### src/assert_macros.svh
// Assertion macros shared by the flood limiter RTL.
`ifndef ASSERT_MACROS_SVH
`define ASSERT_MACROS_SVH

// Clocked assertion, switched off while reset is high.
`define PCFL_ASSERT(lbl, clk, rst, prop, msg) \
   lbl: assert property (@(posedge clk) disable iff (rst) prop) else $error(msg);

// Clocked assertion that also holds during reset.
`define PCFL_ASSERT_ALWAYS(lbl, clk, prop, msg) \
   lbl: assert property (@(posedge clk) prop) else $error(msg);

`endif

### src/pcfl_pkg.sv
// Types, constants and codes shared by the flood limiter files.
package pcfl_pkg;

   localparam int DEF_CHANNELS = 64;
   localparam int CHAN_W       = 6;
   localparam int TIME_W       = 32;
   localparam int COUNT_W      = 16;
   localparam int CFG_W        = 16;
   localparam int CSR_IDX_W    = 2;

   localparam logic [CSR_IDX_W-1:0] CSR_FLOOD_THRESHOLD = 2'd0;
   localparam logic [CSR_IDX_W-1:0] CSR_WINDOW_SECONDS  = 2'd1;
   localparam logic [CSR_IDX_W-1:0] CSR_IGNORE_SECONDS  = 2'd2;

   localparam logic [CFG_W-1:0] RST_FLOOD_THRESHOLD = 16'd0;
   localparam logic [CFG_W-1:0] RST_WINDOW_SECONDS  = 16'd5;
   localparam logic [CFG_W-1:0] RST_IGNORE_SECONDS  = 16'd60;

   localparam logic MODE_CHECK = 1'b0;
   localparam logic MODE_SWEEP = 1'b1;

   typedef enum logic [1:0] {
      ST_CLEAR,
      ST_IDLE,
      ST_CHECK,
      ST_SWEEP
   } pcfl_state_type;

   typedef struct packed {
      logic               valid;
      logic [TIME_W-1:0]  window_start;
      logic [COUNT_W-1:0] message_count;
      logic [TIME_W-1:0]  ignore_since;
   } pcfl_entry_type;

   typedef struct packed {
      logic write_entry;
      logic drop;
      logic ignore_started;
   } pcfl_update_type;

endpackage

### src/pcfl_update.sv
// Entry update for one check or one sweep step on a record read from the table.
module pcfl_update (
   input  logic                             mode,
   input  pcfl_pkg::pcfl_entry_type         entry_in,
   input  logic [pcfl_pkg::TIME_W-1:0]      now,
   input  logic [pcfl_pkg::CFG_W-1:0]       threshold,
   input  logic [pcfl_pkg::CFG_W-1:0]       window_sec,
   input  logic [pcfl_pkg::CFG_W-1:0]       ignore_sec,
   output pcfl_pkg::pcfl_entry_type         entry_out,
   output pcfl_pkg::pcfl_update_type        update
);

   pcfl_pkg::pcfl_entry_type          base;
   logic [pcfl_pkg::TIME_W:0]         win_end;
   logic [pcfl_pkg::TIME_W:0]         ign_end;
   logic                              expired;
   logic                              lift;
   logic [pcfl_pkg::COUNT_W-1:0]      count_inc;

   // A record seen for the first time starts its window now.
   always_comb begin
      if (entry_in.valid) begin
         base = entry_in;
      end else begin
         base.valid         = 1'b1;
         base.window_start  = now;
         base.message_count = '0;
         base.ignore_since  = '0;
      end
   end

   // Both limits are compared as start + length < now, which cannot wrap.
   assign win_end   = {1'b0, base.window_start} + (pcfl_pkg::TIME_W + 1)'(window_sec);
   assign ign_end   = {1'b0, entry_in.ignore_since} + (pcfl_pkg::TIME_W + 1)'(ignore_sec);
   assign expired   = win_end < {1'b0, now};
   assign lift      = entry_in.valid && (entry_in.ignore_since != '0) &&
                      (ign_end < {1'b0, now});
   assign count_inc = base.message_count + pcfl_pkg::COUNT_W'(1);

   always_comb begin
      entry_out             = base;
      update.write_entry    = 1'b0;
      update.drop           = 1'b0;
      update.ignore_started = 1'b0;
      if (mode == pcfl_pkg::MODE_SWEEP) begin
         entry_out              = entry_in;
         entry_out.ignore_since = '0;
         update.write_entry     = lift;
      end else begin
         update.write_entry = 1'b1;
         priority if (base.ignore_since != '0) begin
            update.drop = 1'b1;
         end else if (expired) begin
            entry_out.window_start  = now;
            entry_out.message_count = '0;
         end else if (count_inc >= threshold) begin
            entry_out.message_count = '0;
            entry_out.window_start  = '0;
            entry_out.ignore_since  = now;
            update.drop             = 1'b1;
            update.ignore_started   = 1'b1;
         end else begin
            entry_out.message_count = count_inc;
         end
      end
   end

endmodule

### config.mk
export PLATFORM = sky130hd
export DESIGN_NAME = pcfl_update
export DESIGN_NICKNAME = d
export VERILOG_FILES = /design/src/assert_macros.svh /design/src/pcfl_pkg.sv /design/src/pcfl_update.sv
export SDC_FILE = /design/constraint.sdc
export NUM_CORES = 1
export LEC_CHECK = 0
export ABC_AREA = 1
export ABC_CLOCK_PERIOD_IN_PS = 5600
export BUFFER_PORTS_ARGS = -buffer_cell sky130_fd_sc_hd__buf_4
export CELL_PAD_IN_SITES_DETAIL_PLACEMENT = 0
export CELL_PAD_IN_SITES_GLOBAL_PLACEMENT = 1
export CORE_AREA = 2 2 144 146
export DETAILED_ROUTE_END_ITERATION = 8
export DIE_AREA = 0 0 146 148
export PLACE_DENSITY = 0.87
export SLEW_MARGIN = 20
export SYNTH_ARGS = -nofsm -noshare
export SYNTH_HDL_FRONTEND = slang
export SYNTH_SLANG_ARGS = --single-unit
### constraint.sdc
create_clock -name vclk -period 5.6
set_clock_uncertainty 0.1 [all_clocks]
set_input_delay 0.28 -clock vclk [all_inputs]
set_output_delay 0.28 -clock vclk [all_outputs]
set_load 0.03 [all_outputs]
# [Yosys cells after proc, flatten, opt, wreduce, memory -nomap -nowiden]
# Cells that the tools add are included.
[word_totals] register_bits=0 latch_bits=0 ram_bits=0 mem_bits_ro=0 input_bits=162 word_cells=25 memories=0
[op_classes] add_sub_neg=3 multipliers=0 div=0 order_cmp=3 eq_ne=0 shifts=0 muxes=15 bitwise_logic=0 n_reduce_logical=4
[op_table] operator="$mux W80" n=3
[op_table] operator="$mux W32" n=3
[op_table] operator="$add A32 B16 Y33" n=2
[op_table] operator="$lt A33 B32 Y1" n=2
[op_table] operator="$reduce_bool A32 Y1" n=2
[op_table] operator="$mux W48" n=1
[op_table] operator="$add A16 B1 Y16 const B" n=1
[op_table] operator="$ge A16 B16 Y1" n=1
[op_table] operator="$mux W16" n=1
[op_table] operator="$mux W2" n=3
[op_table] operator="$mux W1" n=4
[op_table] operator="$logic_and A1 B1 Y1" n=2

# [Logic depth before layout (Yosys ltp)]
[depth] depth_word=7 depth_mapped=37 ltp_nobuf=33

# [Worst setup path before layout]
# No wires, ideal clock.
[synth_path] path_type="input-to-output" from="in entry_in[80] (netlist bit)" to="out entry_out[34] (netlist bit)" arrival_ns=4.800 required_ns=5.220 slack_ns=0.420 cell_stages=24 path_buffers=4 cell_sequence="buf_2 -> buf_2 -> clkbuf_1 -> buf_1 -> nand2_1 -> o21ai_0 -> ha_1 -> inv_1 -> fa_1 -> o21ai_0 -> nand3_1 -> nand2_1 -> a21oi_1 -> nor2_1 -> nand3_1 -> xor2_1 -> ha_1 -> nand2_1 -> nor3_1 -> and3_1 -> nand3_2 -> nand2_4 -> nand3_1 -> o21ai_0"
[synth_lines] item="start, declared" line_no="pcfl_update.sv:4" text="input pcfl_pkg::pcfl_entry_type entry_in,"
[synth_lines] item="end, declared" line_no="pcfl_update.sv:9" text="output pcfl_pkg::pcfl_entry_type entry_out,"

==> flow_summary.yaml <==
status:
  outcome: "completed"
timing:
  post-route-period-util: 0.9283
  fin_crit_ps: 5199
  clock.fmax_mhz: 192.4
  final_max_slew_viol_count: 0
  grt_setup_unrepaired: "no"
  max_slew.worst_pin.slew_ps: 671.2
  fin_tns_setup_ps: 0
  final-setup-viol-count: 0
  finalHoldViolCount: 0
  maxSlewHeadroom: 0.5519
  setup_slack_ps: 401.4
placed_design:
  dpl.hpwl_um: 22950
  port_buffers: 246
  place_congestion: 0.9238
  placed_cell_area_sq_um: 8886
  place_ws_ps: -7.071
setup_path:
  critPathMaxFanout: 59
  critPathMaxStageDelay_ps: 480
  critical_path_required_ps: 5220
  arrival_ps: 4820
  crit_slowest_cell: "o21ai_0"
  path_class: "in2out"
  path_cells: "buf_6, buf_12, o21ai_0, nand2_1, nor3_1, inv_1, nor4_1, nand2_1, o21ai_0, xor2_1, ha_1, nand2_1, nor3_1, and3_1, nand3_2, nand2_8, nand3_4, nor2_4, nand2_1, nand2_1, buf_4"
  critPathTopFamily: "simple AND/OR/NAND/NOR gates"
  crit_top_cell: "nand2_1"
  worst-path-buf-inv: 4
  startpoint_type: "input port"
  end_kind: "output port"
route:
  vias: 8661
  viasPerCell: 4.966
  drt_pass1_iterations: 5
  dr.first_iter.drc_count: 522
  drc: 0
  ant_nets: 0
  wl_per_cell_um: 15.53
  routed_wl_um: 27080
floorplan:
  io_pins: 246
  die_w_um: 146
  core_sq_um: 20040
  die_y_um: 148
  die-area_sq_um: 21610
  rows: 52
  initial_core_util: 0.3337
run:
  maxCapViolCount: 0
global_route:
  grt_pass1_wl_um: 41570
  grt_pass1_vias: 8256
  grt_max_degree: 60
  antenna_found_initial: 0
  grt_overflow: 0
  track_usage: 0.2332
yosys:
  syn_area_per_cell_sq_um: 5.406
  syn-num-nets: 1512
  syn_area_sq_um: 6688
  yosysSeqAreaShare: 0
  syn-instance-count: 1237
  ys_warn_count: 0
  synth.distinct_cells: 45
cells_and_area:
  final_layout_size_suffix_gt1_frac: 0.1981
  ff_latch_area_sq_um: 0
  seq_cells: 0
  diodes: 0
  utilization: 0.4472
  final_area_sq_um: 8961
  synthToLayoutAreaGrowth_pct: 33.99
  nNetsFinal: 1751
  nClkBuffers: 0
clock_network:
  cts_hold_buf: 0
pwr:
  power_density_nw_per_um2: 111.1
  p_leak_nw: 5.086
  ir_drop_mv: 0.05333
hold_path:
  hp-class: "in2out"
## synth_stat cells, drive strengths merged (15+ instances only)
cell	number	area, sq um
nand2	406	1536
inv	192	720.7
ha	111	1389
o21ai	88	444.2
a21oi	84	431.7
nor2	80	326.6
nand3	65	342.8
xor2	57	499.2
nor3	26	135.1
clkbuf	18	67.56
nand4	16	100.1
o211ai	15	112.6
xnor2	15	131.4
## kinds of logic (layout without fill, tap and decap cells)
| group | Yosys count | count (layout) | share of synthesized area |
|---|---|---|---|
| buffers and inverters | 225 | 460 | 0.1321 |
| AND/OR/NAND/NOR | 613 | 615 | 0.3847 |
| adder cells (fa/ha/maj) | 113 | 113 | 0.2137 |
| AO/OA/AOI/OAI | 214 | 214 | 0.1753 |
| XOR/XNOR | 72 | 72 | 0.09429 |
## path summary, 6_finish.rpt
| kind | startpoint | to | slack [ps] | depth (start not counted) |
|---|---|---|---|---|
| worst min-delay path | now[0] | entry_out[0] | 780 | 4 |
| worst max-delay path | entry_in[80] | entry_out[29] | 400 | 21 |
## routing by layer
layer	share of wire	GRT usage	vias to the layer above
met2	0.47	0.4146	318
met5	0	0	-
li1	-	-	4502
met1	0.44	0.3137	3816
met4	0.016	0.03204	0
met3	0.076	0.02191	25
## area by class of cell
type	instances	area, sq um
fillers	2263	11080
inverters	193	724.4
multi-input cells	1014	5862
well taps	270	337.8
repair buffers	267	2037
## timing repair
action	CTS	global route
endpoints found under the setup margin	2	79
gates resized for setup	1	8
buffers inserted	0	1
pin swaps	0	3
gates cloned	0	2
## metrics by stage
step	std cells	hold WS [ps]	power [mW]
2_1_floorplan	1237	676.7	0.6347
3_3_place_gp	1741	778.6	0.9727
3_5_place_dp	1741	779.5	0.9794
4_1_cts	1741	781.6	0.9846
5_1_grt	1744	808.1	1.114
6_report	1744	782.3	0.9957
## tightest hold or removal path: cells and delay by family
| kind | cells | cell delay, ps |
|---|---|---|
| buf+inv | 2 | 230 |
| simple gates | 2 | 90 |
## power breakdown
part	leakage (nW)	switching [mW]	total [mW]	internal, mW
Sequential	0	0	0	0
Clock	0	0	0	0
Combinational	5.09	0.609	0.996	0.387
Total	5.09	0.609	0.996	0.387
## cells in the final DEF (no fill, tap or decap), types with 2 or more instances in the layout
cell and n:
a21o_1 5, a21oi_1 82, a31oi_1 4, and3_1 2, buf_12 2, buf_4 263, buf_6 2, fa_1 2
ha_1 111, inv_1 190, inv_2 2, nand2_1 403, nand2_2 2, nand3_1 62, nand3_2 2, nand4_1 16
nor2_1 74, nor2_2 2, nor2_4 5, nor3_1 25, nor3b_1 2, nor4_1 9, o211ai_1 15, o21a_1 2
o21ai_0 61, o21ai_1 26, o21bai_1 2, o22ai_1 12, or2_2 4, xnor2_1 15, xor2_1 57
No activity file was read; power rests on OpenSTA's default activity.
