### config.mk
export PLATFORM = sky130hd
export DESIGN_NAME = pcfl_ram
export DESIGN_NICKNAME = d
export VERILOG_FILES = /design/src/assert_macros.svh /design/src/pcfl_ram.sv
export SDC_FILE = /design/constraint.sdc
export NUM_CORES = 1
export LEC_CHECK = 0
export CELL_PAD_IN_SITES_DETAIL_PLACEMENT = 0
export CELL_PAD_IN_SITES_GLOBAL_PLACEMENT = 1
export CORE_MARGIN = 2
export CORE_UTILIZATION = 50
export CTS_BUF_LIST = sky130_fd_sc_hd__clkbuf_2 sky130_fd_sc_hd__clkbuf_4 sky130_fd_sc_hd__clkbuf_8
export CTS_CLUSTER_DIAMETER = 80
export DETAILED_ROUTE_END_ITERATION = 6
export DONT_BUFFER_PORTS = 1
export PLACE_DENSITY_LB_ADDON = 0.1
export SLEW_MARGIN = 20
export SYNTH_ARGS = -nofsm -noshare
export SYNTH_HDL_FRONTEND = slang
export SYNTH_SLANG_ARGS = --single-unit
### constraint.sdc
create_clock -name clock -period 6 [get_ports clock]
set_clock_uncertainty 0.15 [all_clocks]
set_input_delay 1.8 -clock clock [delete_from_list [all_inputs] [get_ports clock]]
set_output_delay 1.8 -clock clock [all_outputs]
set_load 0.05 [all_outputs]
### src/assert_macros.svh
// Assertion macros shared by the flood limiter RTL.
`ifndef ASSERT_MACROS_SVH
`define ASSERT_MACROS_SVH

// Clocked assertion, switched off while reset is high.
`define PCFL_ASSERT(lbl, clk, rst, prop, msg) \
   lbl: assert property (@(posedge clk) disable iff (rst) prop) else $error(msg);

// Clocked assertion that also holds during reset.
`define PCFL_ASSERT_ALWAYS(lbl, clk, prop, msg) \
   lbl: assert property (@(posedge clk) prop) else $error(msg);

`endif

### src/pcfl_ram.sv
// Generic simple dual-port RAM with one write port and a registered read port.
module pcfl_ram #(
   parameter int WIDTH = 8,
   parameter int DEPTH = 64,
   localparam int AW   = (DEPTH > 1) ? $clog2(DEPTH) : 1
) (
   input  logic             clock,
   input  logic             wr_en,
   input  logic [AW-1:0]    wr_addr,
   input  logic [WIDTH-1:0] wr_data,
   input  logic             rd_en,
   input  logic [AW-1:0]    rd_addr,
   output logic [WIDTH-1:0] rd_data
);

   logic [WIDTH-1:0] mem_ff [DEPTH];
   logic [WIDTH-1:0] rd_data_ff;

   always_ff @(posedge clock) begin
      if (wr_en) begin
         mem_ff[wr_addr] <= wr_data;
      end
      if (rd_en) begin
         rd_data_ff <= mem_ff[rd_addr];
      end
   end

   assign rd_data = rd_data_ff;

endmodule

; Word-level counts from Yosys, hierarchy flattened
; Memory sizes are Yosys's and may differ from the RTL's. A register that Yosys moved wholly into a read port is not among the register bits.
; Index checks and enable logic that the tools add are counted.
; Widths: inputs -> output; s select.
[totals]
reg_bits = 0
latch_bits = 0
mem_bits_rw = 512
rom_bits = 0
input_bits = 23
output_inout_bits = 8
wordCells = 3
n_memories = 1
[mem_list]
columns = memory, words, word_bits, read_ports, rd_ports_with_merged_regs, write_ports, line_no
row1 = mem_ff, 64, 8, 1, 1, 1, pcfl_ram.sv:16  ; logic [WIDTH-1:0] mem_ff [DEPTH];
[classes]
n_addsub = 0
mul = 0
div_mod_pow = 0
order_cmp = 0
eq_ne = 0
shifts = 0
muxes = 2
n_bitwise = 0
reduce_logical = 0
[op_table]
columns = operator, n
row1 = $mux 1, 2

; Depth between registers and ports, before layout
; Gate-level depths: netlist of run 1.
[depth]
ltp_word = 2
mapped_depth = 9
ltp_nobuf = 5

; Least setup slack after synthesis of run 1
; Ideal clock, no wire load.
[synth_path]
path_type = input to register
start = input rd_addr[1]
end = register rd_data_ff[3] (netlist: rd_data[3]) (read register of mem_ff) (data pin)
setup_ns = 0.266
arrival_ns = 3.340
t_required_ns = 5.584
slack_ns = 2.244
path_stages = 7
path_buffers = 3
cell_sequence = buf_4 > buf_2 > buf_2 > mux4_2 > mux4_2 > o21ai_1 > o41ai_1
[synth_lines]
columns = item, line_no
row1 = start: declaration, pcfl_ram.sv:12  ; input logic [AW-1:0] rd_addr,
row2 = end: declaration, pcfl_ram.sv:17  ; logic [WIDTH-1:0] rd_data_ff;

==> impl_metrics.yaml, run 1 <==
power_and_ir_drop:
  peakVddDrop_mv: 0.176
  p_per_area_nw_per_um2: 329
  pwr-share-clk_pct: 41.7
  netSwitchingFraction_pct: 20.0
  p_int_mw: 5.85
  pwr-share-seq_pct: 55.4
  p_total_mw: 7.32
  switchingPower_mw: 1.47
  leakagePower_nw: 6.84
  p_comb_share_pct: 2.8
clock_network:
  clk_pin_slew_ps: 60
  htreeDepth: 3
  cts_buffers: 82
  hold_buffers: 0
  worstSkewPairLatency_ps: 630
  clkSinkCount: 520
  clock-root-buffer: "clkbuf_8"
  ctsResizeCount: 0
  cts_tree: "yes"
  cts_buffer_depth: 3
  postCtsSetupRepairBufs: 0
routing:
  dr.pass1.iters: 5
  drc: 0
  drt_iter0_drc: 900
  viasPerCell: 6.09
  vias: 9531
  routedWlPerCell_um: 28.8
  ant_nets: 0
  wirelength_um: 45100
final_layout:
  stdcell_count: 1565
  drive_gt1_share_pct: 25.8
  multi_input_area_um2: 4320
  fillers: 3035
  seq_area_um2: 15600
  final_cell_mix: "520 x edfxtp_1, 126 x mux4_2, 87 x clkbuf_8"
  fin_area_um2: 22300
  final_common_cell: "edfxtp_1"
  nets: 998
  area.growth.synth_to_final_pct: 10.1
  antennaDiodeCount: 0
setup_path:
  critical_path_class: "in2reg"
  arrival_ps: 3560
  reg2reg_to: "rd_data[4]"
  critPathLaunchType: "primary input"
  rr_worst_depth: 5
  r2r-start: "mem_ff[21][4]"
  rrSetupSlack_ps: 3630
  worstPathMaxFanout: 137
  cp.required_ps: 6180
  cp-end-kind: "flip-flop"
synthesis:
  syn_inst: 940
  synth_area_per_cell_um2: 21.5
  synth-xor-area-share_pct: 0
  synthSimpleGateAreaFrac_pct: 3.37
  synthAdderAreaFrac_pct: 0
  syn-num-nets: 963
  synth_top_family_by_area: "multiplexers"
  ys_ff_latch: 520
  muxShareOfSynthArea_pct: 15.9
  yosys_warnings: 0
  synth_compound_area_share_pct: 2.06
  synth_area_um2: 20200
  synth.yosys.seq_area_share_pct: 77.1
  synth.distinct_cells: 39
sta:
  fmax_ghz: 0.296
  period_share_pct: 56.3
  tns_ps: 0
  rsz0062_at_grt: "no"
  worstMarginPinSlew_ps: 966
  hold_violations: 0
  whs_ps: 768
  maxSlewViolCount: 0
  max_slew_margin_pct: 35.4
  fin_crit_ps: 3380
  setup_viol: 0
die:
  rows: 73
  io_pins: 31
  die_w_um: 205
  die_y_um: 205
  initial_utilization_pct: 50.8
  coreArea_um2: 39800
  die-area_um2: 42100
min_path:
  hold_start: "mem_ff[18][2]"
  hp-class: "reg2reg"
  hold-path-endpoint: "rd_data[2]"
  holdPathStages: 4
placed_design:
  routabilityCongestion: 0.782
  dp.final_hpwl_um: 26300
  numPortBuffers: 0
  placed_cells: 1416
  placed_cell_area_um2: 20600
grt:
  grt_pass1_wl_um: 66400
  grt_start_max_net_pins: 138
  grt_util_all_layers_pct: 22.4
  grt_overflow_total: 0
  grt_pass1_vias: 10000
  grt_antenna_before_repair: 0
outcome:
  status: "complete, no violations"
flow_run:
  cap_violations: 0
[critical path: stages]
cell	delay, ps
mux4_2	540
mux2_2	310
o221a_2	270
nor3_1	320
o32ai_1	190
[state kept, by name, summed over array words and instances (netlist names)]
register	flops
mem_ff	512
rd_data	8
[layer usage]
layer  vias up  global-route usage, %  part of all wire (%)
met5         -                      0                     0
met2       382                   34.5                    47
met3        68                   5.35                   8.1
met4         0                   7.48                   2.3
met1      5051                   31.9                    42
li1       4030                      -                     -
[logic make-up after synthesis]
| kind of cell | after synthesis |
|---|---|
| AO/OA/AOI/OAI | 54 |
| flip-flops | 520 |
| AND/OR/NAND/NOR | 153 |
| multiplexers | 162 |
| buffers and inverters | 51 |
[power groups by stage]
stage               Combinational, mW  Clock (mW)  Sequential (mW)
floorplan                       0.214           0             4.13
global placement                0.208           0             4.13
detailed placement              0.209           0             4.13
CTS                             0.210        3.12             4.06
global route                    0.221        3.28             4.06
finish                          0.209        3.06             4.06
[worst max-delay path by stage]
stage / from / end / slack, ps / cells past startpoint
floorplan: rd_addr[1] / rd_data[3] / 2240 / 7
global placement: rd_addr[0] / rd_data[4] / 2070 / 5
detailed placement: rd_addr[0] / rd_data[4] / 2090 / 5
CTS: rd_data[7] / rd_data[7] / 2660 / 0
global route: rd_addr[0] / rd_data[6] / 2580 / 5
finish: rd_addr[0] / rd_data[4] / 2620 / 5
[layout make-up]
type                    instances  area share, %
clock buffers                 104           5.95
repair buffers                  2         0.0674
multi-input cells             369           19.4
clock inverters                45           1.59
well taps                     525           2.95
flip-flops and latches        520           70.1
[synthesized netlist by cell type]
master | count | area, um^2
o41ai_1 | 2 | 17.5
or3_1 | 1 | 6.26
a22oi_1 | 3 | 22.5
o21ai_1 | 2 | 10.0
nor4_1 | 2 | 12.5
mux2i_1 | 23 | 230
o311ai_1 | 1 | 8.76
clkbuf_1 | 17 | 63.8
nand3_1 | 13 | 65.1
a211oi_1 | 4 | 30.0
edfxtp_1 | 520 | 15600
a31oi_1 | 1 | 6.26
o221a_2 | 2 | 22.5
nor2b_1 | 14 | 87.6
nand2_1 | 19 | 71.3
mux2_2 | 13 | 146
buf_4 | 13 | 97.6
mux4_2 | 126 | 2840
nand4b_1 | 1 | 8.76
o32ai_1 | 2 | 17.5
o221ai_1 | 8 | 70.1
nand3b_1 | 3 | 22.5
nand2b_1 | 7 | 43.8
buf_2 | 11 | 55.1
nor2_1 | 83 | 312
o22ai_1 | 8 | 50.1
and2_1 | 1 | 6.26
nor3_1 | 7 | 35.0
buf_12 | 2 | 40.0
o21a_1 | 2 | 15.0
nand4_1 | 2 | 12.5
o2111ai_1 | 3 | 26.3
buf_1 | 4 | 15.0
a221oi_1 | 6 | 52.6
a21oi_1 | 3 | 15.0
buf_6 | 4 | 45.0
o21ai_0 | 2 | 10.0
o2bb2ai_1 | 3 | 26.3
a2111oi_0 | 2 | 17.5
[per-stage QoR]
stage	setup WS, ps	util (%)
2_1_floorplan	2240	-
3_3_place_gp	2070	51.7
3_5_place_dp	2090	51.7
4_1_cts	2660	56.0
5_1_grt	2580	56.0
6_report	2620	56.0
Note: power is estimated with default switching activity, not from simulation.
==> inputs of run 2 (changes only) <==
- clock period: 6 -> 3 ns (I/O delays scaled with it)
==> run 2 against run 1 <==
Compared with the run above:
- sequential power grew 100%
- sequential share of layout area shrank 1.5 points
- first-iteration DRC count shrank 3.0%
- non-clock buffer count grew 84
- critical endpoint unchanged
==> impl_metrics.yaml, run 2 (synthesized netlist as in run 1, its figures left out) <==
outcome:
  status: "complete, no violations"
setup_path:
  cp.required_ps: 3210
  path_buf_inv: 0
  worstPathMaxFanout: 137
  slowest_stage: "mux4_2"
  critPathLaunchType: "primary input"
  cp-end-kind: "flip-flop"
  max_stage_delay_ps: 540
  critical_path_class: "in2reg"
  critical_path.top_delay_family: "multiplexers"
  arrival_ps: 2600
  crit_path_cell_trace: "mux4_2 -> mux2_2 -> o221a_2 -> nor3_1 -> o32ai_1"
grt:
  grt_overflow_total: 0
  grt_pass1_wl_um: 65300
  grt_start_max_net_pins: 138
  grt_util_all_layers_pct: 21.9
  grt_pass1_vias: 10200
  grt_antenna_before_repair: 0
routing:
  dr.pass1.iters: 5
  routedWlPerCell_um: 27.0
  vias: 9757
  ant_nets: 0
  viasPerCell: 5.94
  wirelength_um: 44400
  drc: 0
  drt_iter0_drc: 873
sta:
  whs_ps: 219
  maxSlewViolCount: 0
  worstMarginPinSlew_ps: 606
  max_slew_margin_pct: 59.5
  period_share_pct: 79.9
  rsz0062_at_grt: "no"
  fin_crit_ps: 2400
  setup_ws_ps: 603
  hold_violations: 0
  fmax_ghz: 0.417
  setup_viol: 0
  tns_ps: 0
final_layout:
  final_cell_mix: "520 x edfxtp_1, 126 x mux4_2, 86 x buf_4"
  largest-register: "mem_ff"
  area.growth.synth_to_final_pct: 12.5
  drive_gt1_share_pct: 31.3
  largest_reg_flops: 512
  final_common_cell: "edfxtp_1"
  fillers: 3020
  antennaDiodeCount: 0
  stdcell_count: 1643
  nets: 1082
die:
  io_pins: 31
  die_w_um: 205
  rows: 73
  coreArea_um2: 39800
  initial_utilization_pct: 50.8
  die_y_um: 205
  die-area_um2: 42100
clock_network:
  worstSkewPairLatency_ps: 630
  cts_buffer_depth: 3
  htreeDepth: 3
  hold_buffers: 0
  clkSinkCount: 520
  clk_pin_slew_ps: 60
  ctsResizeCount: 0
  clock-root-buffer: "clkbuf_8"
  postCtsSetupRepairBufs: 0
  cts_buffers: 82
  cts_tree: "yes"
placed_design:
  dp.final_hpwl_um: 26000
  pre_cts_ws_ps: 93.2
  numPortBuffers: 0
  routabilityCongestion: 0.772
  placed_cells: 1500
power_and_ir_drop:
  p_total_mw: 14.2
  peakVddDrop_mv: 0.345
  leakagePower_nw: 7.25
  p_per_area_nw_per_um2: 624
min_path:
  hp-class: "in2reg"
flow_run:
  cap_violations: 0
run 2: area by class of cell:
class / count / area, um^2 / area share (%)
tap: 525 / 657 / 2.88
multi-input combinational: 369 / 4320 / 18.9
timing repair buffer: 86 / 646 / 2.83
clock buffer: 110 / 1360 / 5.96
clock inverter: 33 / 195 / 0.857
sequential: 520 / 15600 / 68.5
run 2: per-layer routing:
| metal | vias up | part of all wire [%] | GRT usage, % | wire length, um |
|---|---|---|---|---|
| met5 | - | 0.14 | 1.07 | 64 |
| li1 | 4190 | - | - | - |
| met2 | 361 | 48 | 34.7 | 21500 |
| met1 | 5125 | 41 | 30.3 | 18400 |
| met3 | 79 | 7.9 | 5.29 | 3510 |
| met4 | 2 | 2.2 | 7.12 | 955 |
run 2: final timing paths:
check                     start            to  slack [ps]  cells past startpoint
setup / recovery     rd_addr[0]    rd_data[4]         600                      5
hold / removal       wr_data[6]  mem_ff[1][6]         220                      0
setup reg to reg   mem_ff[3][1]    rd_data[1]         730                      5
hold reg to reg   mem_ff[23][0]    rd_data[0]         740                      4
run 2: power by group:
group          switching (mW)  internal [mW]
clock network            2.59           3.10
registers              0.0573           8.06
logic                   0.177          0.247
total                    2.82           11.4
run 2: stage by stage:
step / util, % / cell area (um^2)
2_1_floorplan: - / 20200
3_3_place_gp: 53.3 / 21200
3_5_place_dp: 53.3 / 21200
4_1_cts: 57.2 / 22800
5_1_grt: 57.2 / 22800
6_report: 57.2 / 22800
==> inputs of run 3 (changes only) <==
- clock period: 3 -> 2.31 ns (I/O delays scaled with it)
==> run 3 against run 2 <==
Compared with the run above:
- count of clock-buffer cells in the layout shrank 11
- sequential power grew 29%
- flip-flop and latch count is the same
- cell count grew 1.6%
- register-to-register slack lost 650 ps
- core utilization grew 0.76 points
- combinational power grew 84%
- non-clock buffer count grew 33
- routed wire length grew 7.5%
- largest power group unchanged
==> impl_metrics.yaml, run 3 (synthesized netlist as in run 1, its figures left out) <==
power_and_ir_drop:
  peakVddDrop_mv: 0.445
  leakagePower_nw: 7.37
  p_per_area_nw_per_um2: 797
setup_path:
  rr_worst_depth: 5
  cp-end-kind: "flip-flop"
  critical_path_class: "reg2reg"
  max_stage_delay_ps: 470
  slowest_stage: "mux4_2"
  reg2reg_to: "rd_data[6]"
  cp.required_ps: 2520
  critPathLaunchType: "flip-flop"
  worstPathMaxFanout: 1
  rrSetupSlack_ps: 80
  arrival_ps: 2450
  path_buf_inv: 0
  crit_path_cell_trace: "mux4_2 -> mux2_2 -> o221a_2 -> nor3_1 -> o32ai_1"
  crit_start: "mem_ff[29][6]"
  critical_path.top_delay_family: "multiplexers"
  r2r-start: "mem_ff[29][6]"
min_path:
  holdPathStages: 0
  hold-path-endpoint: "mem_ff[33][7]"
  hp-class: "in2reg"
  hold_start: "wr_data[7]"
clock_network:
  clk_pin_slew_ps: 70
  clkSinkCount: 520
  postCtsSetupRepairBufs: 0
  cts_tree: "yes"
  cts_buffers: 80
  cts_buffer_depth: 3
  clock-root-buffer: "clkbuf_8"
  htreeDepth: 3
  worstSkewPairLatency_ps: 630
sta:
  fin_crit_ps: 2230
  setup_viol: 0
  hold_violations: 0
  rsz0062_at_grt: "no"
  max_slew_margin_pct: 27.8
  fmax_ghz: 0.447
  maxSlewViolCount: 0
  period_share_pct: 96.7
  worstMarginPinSlew_ps: 1080
routing:
  viasPerCell: 5.97
  wirelength_um: 47700
  dr.pass1.iters: 5
  vias: 9968
  ant_nets: 0
  drt_iter0_drc: 1003
  routedWlPerCell_um: 28.6
  drc: 0
final_layout:
  final_cell_mix: "520 x edfxtp_1, 126 x mux4_2, 98 x buf_4"
  fillers: 2996
  largest_reg_flops: 512
  antennaDiodeCount: 0
  final_common_cell: "edfxtp_1"
  drive_gt1_share_pct: 31.8
  area.growth.synth_to_final_pct: 14.0
  fin_area_um2: 23100
  seq_area_um2: 15600
  nets: 1113
  multi_input_area_um2: 4340
  stdcell_count: 1670
  largest-register: "mem_ff"
die:
  die_w_um: 205
  rows: 73
  die_y_um: 205
  initial_utilization_pct: 50.8
  io_pins: 31
  coreArea_um2: 39800
  die-area_um2: 42100
grt:
  grt_pass1_vias: 10500
  grt_start_max_net_pins: 138
  grt_pass1_wl_um: 69700
  grt_overflow_total: 0
  grt_antenna_before_repair: 5
  grt_util_all_layers_pct: 23.7
flow_run:
  cap_violations: 0
placed_design:
  dp.final_hpwl_um: 26100
  placed_cells: 1512
  numPortBuffers: 0
  routabilityCongestion: 0.777
  placed_cell_area_um2: 21300
outcome:
  status: "complete, no violations"
==> run 3: changes by cell type in the layout (fill, tap and decap cells not counted), moves of 3 or more <==
| cell | previous run | this run |
|---|---|---|
| buf_4 | 86 | 98 |
| inv_6 | 0 | 4 |
| clkinv_1 | 20 | 25 |
| clkinv_2 | 9 | 6 |
| clkbuf_8 | 85 | 81 |
| dlygate4sd3_1 | 0 | 13 |
| buf_12 | 0 | 5 |
| clkbuf_4 | 25 | 18 |
==> run 3: per-layer routing <==
metal	part of all wire (%)	wire, um	vias to the layer above	track usage, %
met2	48	23000	426	37.2
met3	8.4	4000	66	5.59
met1	41	19800	5236	33.4
met5	0.027	13	-	0
li1	-	-	4238	-
met4	2.1	980	2	7.71
==> run 3: stage by stage <==
stage               TNS, ps  hold slack [ps]  setup slack, ps  util, %  power (mW)
global placement      -2280              647             -409     53.6        11.3
floorplan             -1710              642             -218        -        11.3
finish                    0             46.1             75.1     58.0        18.4
detailed placement    -2470              648             -435     53.6        11.3
CTS                       0            0.826             66.4     58.0        18.6
global route              0             6.18             14.5     58.0        19.0
==> run 3: cell type report <==
| cell class | count | share of cell area [%] |
|---|---|---|
| clock buffers | 99 | 5.41 |
| clock inverters | 38 | 0.883 |
| multi-input cells | 369 | 18.8 |
| flip-flops and latches | 520 | 67.6 |
| well taps | 525 | 2.84 |
| repair buffers | 119 | 4.44 |
==> run 3: what timing repair did <==
| action | in CTS | in global routing |
|---|---|---|
| setup endpoints to repair | 2 | 3 |
| resized for setup | 2 | 3 |
| hold buffers | 21 | 0 |
| endpoints found under the hold margin | 293 | 0 |
==> run 3: worst max path at each step <==
stage                             to  depth (start not counted)
after floorplan           rd_data[7]                          7
after global placement    rd_data[2]                          5
after detailed placement  rd_data[2]                          5
after CTS                 rd_data[6]                          0
after global routing      rd_data[2]                          5
final                     rd_data[6]                          5
==> run 3: power breakdown <==
group	switching, mW	leakage (nW)	internal [mW]
sequential	0.0759	4.69	10.5
combinational	0.394	1.92	0.386
clock	3.42	0.760	3.67
total	3.89	7.37	14.5
